===== config.mk =====
export PLATFORM = sky130hd
export DESIGN_NAME = video_beam_timer_irq_unit
export DESIGN_NICKNAME = d
export VERILOG_FILES = /design/src/hdl/vbt_pkg.sv /design/src/hdl/vbt_cfg_regs.sv /design/src/hdl/vbt_step.sv /design/src/hdl/video_beam_timer_irq_unit.sv
export SDC_FILE = /design/constraint.sdc
export NUM_CORES = 1
export LEC_CHECK = 0
export BUFFER_PORTS_ARGS = -buffer_cell sky130_fd_sc_hd__buf_4
export CORE_MARGIN = 1
export CORE_UTILIZATION = 50
export CTS_BUF_LIST = sky130_fd_sc_hd__clkbuf_8
export CTS_CLUSTER_SIZE = 8
export DETAILED_ROUTE_END_ITERATION = 10
export GPL_TIMING_DRIVEN = 0
export PLACE_DENSITY = 0.7
export SYNTH_ARGS = -nofsm -noshare
export SYNTH_HDL_FRONTEND = slang
export SYNTH_HIERARCHICAL = 1
export SYNTH_SLANG_ARGS = --single-unit

===== constraint.sdc =====
create_clock -name clk_i -period 6.3 [get_ports clk_i]
set_input_delay 0.315 -clock clk_i [delete_from_list [all_inputs] [get_ports clk_i]]
set_output_delay 0.315 -clock clk_i [all_outputs]
set_load 0.05 [all_outputs]

===== src/hdl/vbt_pkg.sv =====
`timescale 1ns / 1ps
`default_nettype none
// ----------------------------------------------------------------------------
// vbt_pkg
// Types and timing constants shared by the video beam timer modules.
// ----------------------------------------------------------------------------
package vbt_pkg;

  localparam int unsigned DotW  = 11;
  localparam int unsigned LineW = 9;
  localparam int unsigned CfgIdxW  = 3;
  localparam int unsigned CfgDataW = 9;

  localparam logic [DotW-1:0]  DotsPerLine       = 11'd1364;
  localparam logic [LineW-1:0] LinesPerFrame     = 9'd262;
  localparam logic [LineW-1:0] VblankLine        = 9'd225;
  localparam logic [LineW-1:0] VblankLineOvscan  = 9'd240;
  localparam logic [DotW-1:0]  HdmaDot           = 11'd1024;
  localparam logic [DotW-1:0]  DotStep           = 11'd2;

  // register indexes of the configuration port
  localparam logic [CfgIdxW-1:0] RegVIrqEn   = 3'd0;
  localparam logic [CfgIdxW-1:0] RegHIrqEn   = 3'd1;
  localparam logic [CfgIdxW-1:0] RegVTimer   = 3'd2;
  localparam logic [CfgIdxW-1:0] RegHTimer   = 3'd3;
  localparam logic [CfgIdxW-1:0] RegNmiEn    = 3'd4;
  localparam logic [CfgIdxW-1:0] RegAutoJoy  = 3'd5;
  localparam logic [CfgIdxW-1:0] RegOverscan = 3'd6;

  typedef struct packed {
    logic             v_irq_enable;
    logic             h_irq_enable;
    logic [LineW-1:0] v_timer;
    logic [8:0]       h_timer;
    logic             nmi_enable;
    logic             auto_joy_enable;
    logic             overscan_mode;
  } cfg_t;

  typedef struct packed {
    logic clear_irq_flag;
    logic clear_nmi_flag;
  } in_item_t;

  typedef struct packed {
    logic [DotW-1:0]  dot_position;
    logic [LineW-1:0] line_position;
    logic             irq_request;
    logic             irq_flag;
    logic             nmi_request;
    logic             nmi_flag;
    logic             vblank_active;
    logic             vblank_start_pulse;
    logic             hdma_rearm_pulse;
    logic             hdma_line_pulse;
    logic             joy_restart_pulse;
    logic             frame_done;
  } out_item_t;

  typedef struct packed {
    logic [DotW-1:0]  dot_count;
    logic [LineW-1:0] line_count;
    logic             in_vblank;
    logic             in_nmi;
    logic             in_irq;
  } beam_state_t;

endpackage
`default_nettype wire


===== src/hdl/vbt_cfg_regs.sv =====
`timescale 1ns / 1ps
`default_nettype none
// ----------------------------------------------------------------------------
// vbt_cfg_regs
// Configuration register file, written through a plain write port.
// ----------------------------------------------------------------------------
module vbt_cfg_regs (
  input  wire logic                         clk_i,
  input  wire logic                         rst_ni,
  input  wire logic                         cfg_we_i,
  input  wire logic [vbt_pkg::CfgIdxW-1:0]  cfg_idx_i,
  input  wire logic [vbt_pkg::CfgDataW-1:0] cfg_data_i,
  output vbt_pkg::cfg_t                     cfg_o
);
  import vbt_pkg::*;

  cfg_t cfg_q, cfg_d;

  always_comb begin
    cfg_d = cfg_q;
    if (cfg_we_i) begin
      case (cfg_idx_i)
        RegVIrqEn:   cfg_d.v_irq_enable    = cfg_data_i[0];
        RegHIrqEn:   cfg_d.h_irq_enable    = cfg_data_i[0];
        RegVTimer:   cfg_d.v_timer         = cfg_data_i[LineW-1:0];
        RegHTimer:   cfg_d.h_timer         = cfg_data_i[8:0];
        RegNmiEn:    cfg_d.nmi_enable      = cfg_data_i[0];
        RegAutoJoy:  cfg_d.auto_joy_enable = cfg_data_i[0];
        RegOverscan: cfg_d.overscan_mode   = cfg_data_i[0];
        default:     cfg_d = cfg_q; // unused index
      endcase
    end
  end

  always_ff @(posedge clk_i or negedge rst_ni) begin
    if (!rst_ni) begin
      cfg_q <= '{v_irq_enable: 1'b0, h_irq_enable: 1'b0, v_timer: 9'd511,
                 h_timer: 9'd511, nmi_enable: 1'b0, auto_joy_enable: 1'b0,
                 overscan_mode: 1'b0};
    end else begin
      cfg_q <= cfg_d;
    end
  end

  assign cfg_o = cfg_q;

endmodule
`default_nettype wire


===== src/hdl/vbt_step.sv =====
`timescale 1ns / 1ps
`default_nettype none
// ----------------------------------------------------------------------------
// vbt_step
// One beam tick: compares, frame/vblank events, position advance.
// ----------------------------------------------------------------------------
module vbt_step (
  input  wire vbt_pkg::cfg_t        cfg_i,
  input  wire vbt_pkg::beam_state_t state_i,
  input  wire vbt_pkg::in_item_t    item_i,
  output vbt_pkg::beam_state_t      state_o,
  output vbt_pkg::out_item_t        result_o
);
  import vbt_pkg::*;

  logic             line_hit, dot_hit, dot_zero, irq_req, vb_start, rearm;
  logic             hdma_line, frame;
  logic             irq_f, nmi_f, vblank_f;
  logic [DotW-1:0]  dot_inc, dot_nx;
  logic [LineW-1:0] line_inc, line_nx;

  // v_timer = 511 gives 512, which never matches
  assign line_hit = {1'b0, state_i.line_count} == ({1'b0, cfg_i.v_timer} + 10'd1);
  assign dot_hit  = state_i.dot_count == {cfg_i.h_timer, 2'b00};
  assign dot_zero = state_i.dot_count == '0;

  always_comb begin
    if (cfg_i.v_irq_enable && cfg_i.h_irq_enable) begin
      irq_req = line_hit && dot_hit;
    end else if (cfg_i.v_irq_enable) begin
      irq_req = line_hit && (state_i.dot_count == HdmaDot);
    end else if (cfg_i.h_irq_enable) begin
      irq_req = dot_hit;
    end else begin
      irq_req = 1'b0;
    end
  end

  always_comb begin
    irq_f     = (state_i.in_irq && !item_i.clear_irq_flag) || irq_req;
    nmi_f     = state_i.in_nmi && !item_i.clear_nmi_flag;
    vblank_f  = state_i.in_vblank;
    vb_start  = 1'b0;
    rearm     = 1'b0;
    hdma_line = 1'b0;
    if (dot_zero) begin
      if (state_i.line_count == '0) begin
        vblank_f = 1'b0;
        nmi_f    = 1'b0;
        rearm    = 1'b1;
      end else if (state_i.line_count == VblankLine) begin
        vb_start = !cfg_i.overscan_mode;
      end else if (state_i.line_count == VblankLineOvscan) begin
        vb_start = !state_i.in_vblank;
      end
      if (vb_start) begin
        vblank_f = 1'b1;
        nmi_f    = 1'b1;
      end
    end else if (state_i.dot_count == HdmaDot) begin
      hdma_line = !state_i.in_vblank;
    end
  end

  // advance, wrapping at or beyond the line and frame length
  always_comb begin
    dot_inc  = state_i.dot_count + DotStep;
    line_inc = state_i.line_count + LineW'(1);
    dot_nx   = dot_inc;
    line_nx  = state_i.line_count;
    frame    = 1'b0;
    if (dot_inc >= DotsPerLine) begin
      dot_nx  = '0;
      line_nx = line_inc;
      if (line_inc >= LinesPerFrame) begin
        line_nx = '0;
        frame   = 1'b1;
      end
    end
  end

  assign state_o = '{dot_count: dot_nx, line_count: line_nx, in_vblank: vblank_f,
                     in_nmi: nmi_f, in_irq: irq_f};

  assign result_o = '{
    dot_position:       dot_nx,
    line_position:      line_nx,
    irq_request:        irq_req,
    irq_flag:           irq_f,
    nmi_request:        vb_start && cfg_i.nmi_enable,
    nmi_flag:           nmi_f,
    vblank_active:      vblank_f,
    vblank_start_pulse: vb_start,
    hdma_rearm_pulse:   rearm,
    hdma_line_pulse:    hdma_line,
    joy_restart_pulse:  vb_start && cfg_i.auto_joy_enable,
    frame_done:         frame
  };

endmodule
`default_nettype wire


===== src/hdl/video_beam_timer_irq_unit.sv =====
`timescale 1ns / 1ps
`default_nettype none
// ----------------------------------------------------------------------------
// video_beam_timer_irq_unit
// Beam position timer with H/V timer interrupt, NMI and HDMA strobes.
// ----------------------------------------------------------------------------
// Usage:
//   Each input item on in_data_i is one two-master-clock tick, carrying the
//   interrupt and NMI flag clears. Each item yields exactly one result item
//   on out_data_o with the position after the tick and the event strobes.
//   Both channels are valid/ready; an item moves on valid && ready.
//   out_valid_o is registered: an accepted item passes the input register,
//   then the result register. Throughput: one item per cycle while the
//   receiver takes results; the beam state is updated as an item passes
//   from the input register to the result register.
//   A stalled receiver holds the result register; the input register still
//   takes one further item, after which in_ready_o drops until out_ready_i.
//   Reset clears position, vblank, NMI and interrupt flags, empties both
//   registers, and loads the timer compares with 511 and all enables off.
//   Configuration writes (cfg_we_i, cfg_idx_i, cfg_data_i) take effect at
//   the next edge; write them only while no item is in flight.
// ----------------------------------------------------------------------------
module video_beam_timer_irq_unit (
  input  wire logic                         clk_i,
  input  wire logic                         rst_ni,
  input  wire logic                         cfg_we_i,
  input  wire logic [vbt_pkg::CfgIdxW-1:0]  cfg_idx_i,
  input  wire logic [vbt_pkg::CfgDataW-1:0] cfg_data_i,
  input  wire logic                         in_valid_i,
  output logic                              in_ready_o,
  input  wire vbt_pkg::in_item_t            in_data_i,
  output logic                              out_valid_o,
  input  wire logic                         out_ready_i,
  output vbt_pkg::out_item_t                out_data_o
);
  import vbt_pkg::*;

  cfg_t        cfg;
  beam_state_t state_q, state_nx;
  out_item_t   result, res_q;
  in_item_t    in_q;
  logic        in_vld_q, res_vld_q, advance;

  vbt_cfg_regs u_cfg (
    .clk_i      (clk_i),
    .rst_ni     (rst_ni),
    .cfg_we_i   (cfg_we_i),
    .cfg_idx_i  (cfg_idx_i),
    .cfg_data_i (cfg_data_i),
    .cfg_o      (cfg)
  );

  vbt_step u_step (
    .cfg_i    (cfg),
    .state_i  (state_q),
    .item_i   (in_q),
    .state_o  (state_nx),
    .result_o (result)
  );

  assign advance    = !res_vld_q || out_ready_i;
  assign in_ready_o = !in_vld_q || advance;

  always_ff @(posedge clk_i or negedge rst_ni) begin
    if (!rst_ni) begin
      in_vld_q  <= 1'b0;
      res_vld_q <= 1'b0;
      state_q   <= '0;
    end else begin
      if (in_ready_o) begin
        in_vld_q <= in_valid_i;
      end
      if (advance) begin
        res_vld_q <= in_vld_q;
        if (in_vld_q) begin
          state_q <= state_nx;
        end
      end
    end
  end

  // payload registers
  always_ff @(posedge clk_i) begin
    if (in_ready_o && in_valid_i) begin
      in_q <= in_data_i;
    end
    if (advance && in_vld_q) begin
      res_q <= result;
    end
  end

  assign out_valid_o = res_vld_q;
  assign out_data_o  = res_q;

endmodule
`default_nettype wire


==> results.cfg <==
[outcome]
outcome = finished with violations
violations = DRC

[synth]
synthSimpleGateAreaFrac_pct = 15.0
synthAdderAreaFrac_pct = 1.35
synth_edf_count = 32
yosys_warnings = 6
async_flop_share_pct = 60.0
synth_xor_area_share_pct = 5.09
synth.distinct_cells = 67
synth_area_leader_cell = edfxtp_1
synth_flop_cell = edfxtp_1
synth_compound_area_share_pct = 8.41
yosysSeqAreaShare_pct = 47.2
synthesis.nets = 404
muxShareOfSynthArea_pct = 13.9
synth_top_family_by_area = simple AND/OR/NAND/NOR gates
synth_area_leaders = edfxtp_1 21%, dfrtp_1 16%, dfstp_2 10%, mux2_4 9.1%, buf_4 5.4%
synth-seq-cells = 80
netlist.area_leader.share_pct = 20.8
synth_cells = 380
synth_area_um2 = 4630
avgSynthCellArea_um2 = 12.2

[clocking]
cts_tree = built
cts_resized = 0
root_buffer = clkbuf_8
cts_sinks = 80
cts_max_path_buffers = 2
clkLatencyLatePin_ns = 0.36
cts_buffers = 9
htreeDepth = 3
postCtsSetupBuffers = 0
hold_buffers = 1
path_clk_slew_ns = 0.09

[power]
ir_drop_v = 0.000141
p_leak_uw = 0.00237
pwr-share-clk_pct = 21.8
cell_internal_pwr_uw = 1050
p_sw_uw = 542
swShare_pct = 34.0
seqPwrFrac_pct = 45.3
combPwrFrac_pct = 32.9
power.density_nw_per_um2 = 299

[worst_setup_path]
reg2reg_depth = 10
cp-end-kind = flip-flop
worstPathArrival_ns = 3.11
critPathLaunchType = flip-flop
slowest_delay_ns = 0.54
critPathSlowestCell = or4_1
reg2reg_slack_ns = 3.43
critPathKind = flip-flop to flip-flop
critical_path_required_ns = 6.55
crit_family = compound AO/OA/AOI/OAI gates
path_cells = ha_1 > buf_2 > or4_1 > a21oi_2 > o311ai_4 > buf_6 > o21bai_1 > a22o_1 > buf_4 > mux2_4
crit_buf_inv = 3
worstPathMaxFanout = 10
crit_cells = 10

[timing]
final-max-slew-violation-count = 0
fin_ws_ns = 3.43
tns_ns = 0
clock-skew-final_ns = 0.0103
finalCriticalPeriod_ns = 2.87
worst_pin_slew_ns = 1.21
fmax_mhz = 349
final_hold_viol_count = 0
rsz0062_at_grt = no
slew_headroom_pct = 19.4
min_period_over_period_pct = 45.5
finalSetupViolCount = 0
holdWs_ns = 0.131

[floorplanning]
die-area_um2 = 9640
start_util_pct = 52.3
die_height_um = 98.2
placementRows = 34
die_x_um = 98.2
coreArea_um2 = 8850
io_pins = 51

[placement]
place_inst = 538
place_hpwl_um = 6330
gp_congestion = 0.883
place_ws_ns = 3.45
portBuffers = 50

[final_layout]
area_growth_pct = 15.1
drive_above_1_share_pct = 43.4
final_cell_mix = 83 x buf_4, 32 x edfxtp_1, 30 x dfrtp_1, 28 x mux2_4, 19 x mux2_2
multi_input_area_um2 = 2020
fin_nets = 466
utilization_pct = 60.2
final_cells = 555
final_common_cell = buf_4
ff_latch_area_um2 = 2180
num_antenna_cells = 0
nFillCells = 739

[global_routing]
grt_pass1_wl_um = 15100
grt_pass1_vias = 2994
grtUsageTotal_pct = 20.2
grt_remaining_overflow = 0
antenna_found_initial = 0
grt_max_degree = 49

[drt]
drc = 1
drt-pass1-iter-count = 9
avgViaCountPerCell = 5.46
antenna_left = 0
drtIter0Drc = 134
wl_per_cell_um = 16.0
num_vias = 3031
wirelength_um = 8860

[job]
cap_violations = 0

[hold_path]
min_path_type = input port to flip-flop
hold-path-cell-count = 1
Yosys cell counts (4+ instances only):
master / n
nand3_1: 10
dfstp_2: 18
mux2_4: 28
edfxtp_1: 32
xor2_1: 17
xnor2_1: 8
ha_1: 5
dfrtp_1: 30
nor2_1: 11
buf_2: 6
and4_1: 4
clkbuf_1: 4
and2_1: 14
o31ai_1: 4
nor3_1: 4
a21oi_1: 5
o21ai_0: 8
nand4_1: 6
buf_6: 6
or4_1: 4
mux2_2: 19
nor2b_1: 7
inv_1: 14
nand2b_1: 5
nor4_1: 4
buf_4: 33
nand2_1: 14
final timing paths:
path                                       startpoint                         end
hold reg to reg            u_cfg/cfg_o[1]$_DFFE_PN0P_  u_cfg/cfg_o[1]$_DFFE_PN0P_
setup / recovery              state_q[13]$_DFFE_PN0P_      state_q[6]$_DFFE_PN0P_
setup reg to reg              state_q[13]$_DFFE_PN0P_      state_q[6]$_DFFE_PN0P_
hold / removal                           in_data_i[0]           in_q[0]$_DFFE_PP_
min in group asynchronous                      rst_ni      state_q[6]$_DFFE_PN0P_
max in group asynchronous                      rst_ni     state_q[18]$_DFFE_PN0P_
metal layers:
| layer | global-route usage (%) | part of all wire, % | up-vias |
|---|---|---|---|
| li1 | - | - | 1477 |
| met5 | 0 | 0 | - |
| met4 | 8.84 | 1.8 | 0 |
| met1 | 27.3 | 47 | 1468 |
| met3 | 4.08 | 3.6 | 11 |
| met2 | 31.7 | 47 | 75 |
registers in the layout, summed over array words and instances (netlist names):
name	flops
in_q	2
u_cfg/cfg_o	23
in_vld_q	1
out_valid_o	1
state_q	23
out_data_o	30
power by group through the flow:
stage	Combinational (uW)	Sequential (uW)	Clock, uW
2_1_floorplan	337	793	0
3_3_place_gp	517	727	0
3_5_place_dp	524	732	0
4_1_cts	528	722	363
5_1_grt	565	733	383
6_report	524	721	348
layout make-up:
type                            count  area share (%)
Buffer                             50            6.86
Clock buffer                        9            2.33
Clock inverter                      7            1.01
Inverter                           14           0.987
Multi-Input combinational cell    236            38.0
Sequential cell                    80            41.0
Tap cell                          108            2.54
Timing Repair Buffer               51            7.24
cells by family (layout without fill, tap and decap cells):
logic type / after synthesis / in the layout
fa+ha+maj: 5 / 5
compound gates: 49 / 49
xor+xnor: 26 / 26
flops: 80 / 80
mux: 48 / 48
simple gates: 108 / 108
buf+inv: 64 / 131
per-stage QoR:
stage	instance area (um2)	power, uW
after global placement	5140	1240
after detailed placement	5140	1260
after global routing	5320	1680
after CTS	5320	1610
after floorplan	4630	1130
final	5320	1590
Power figures use the tool's default switching activity.
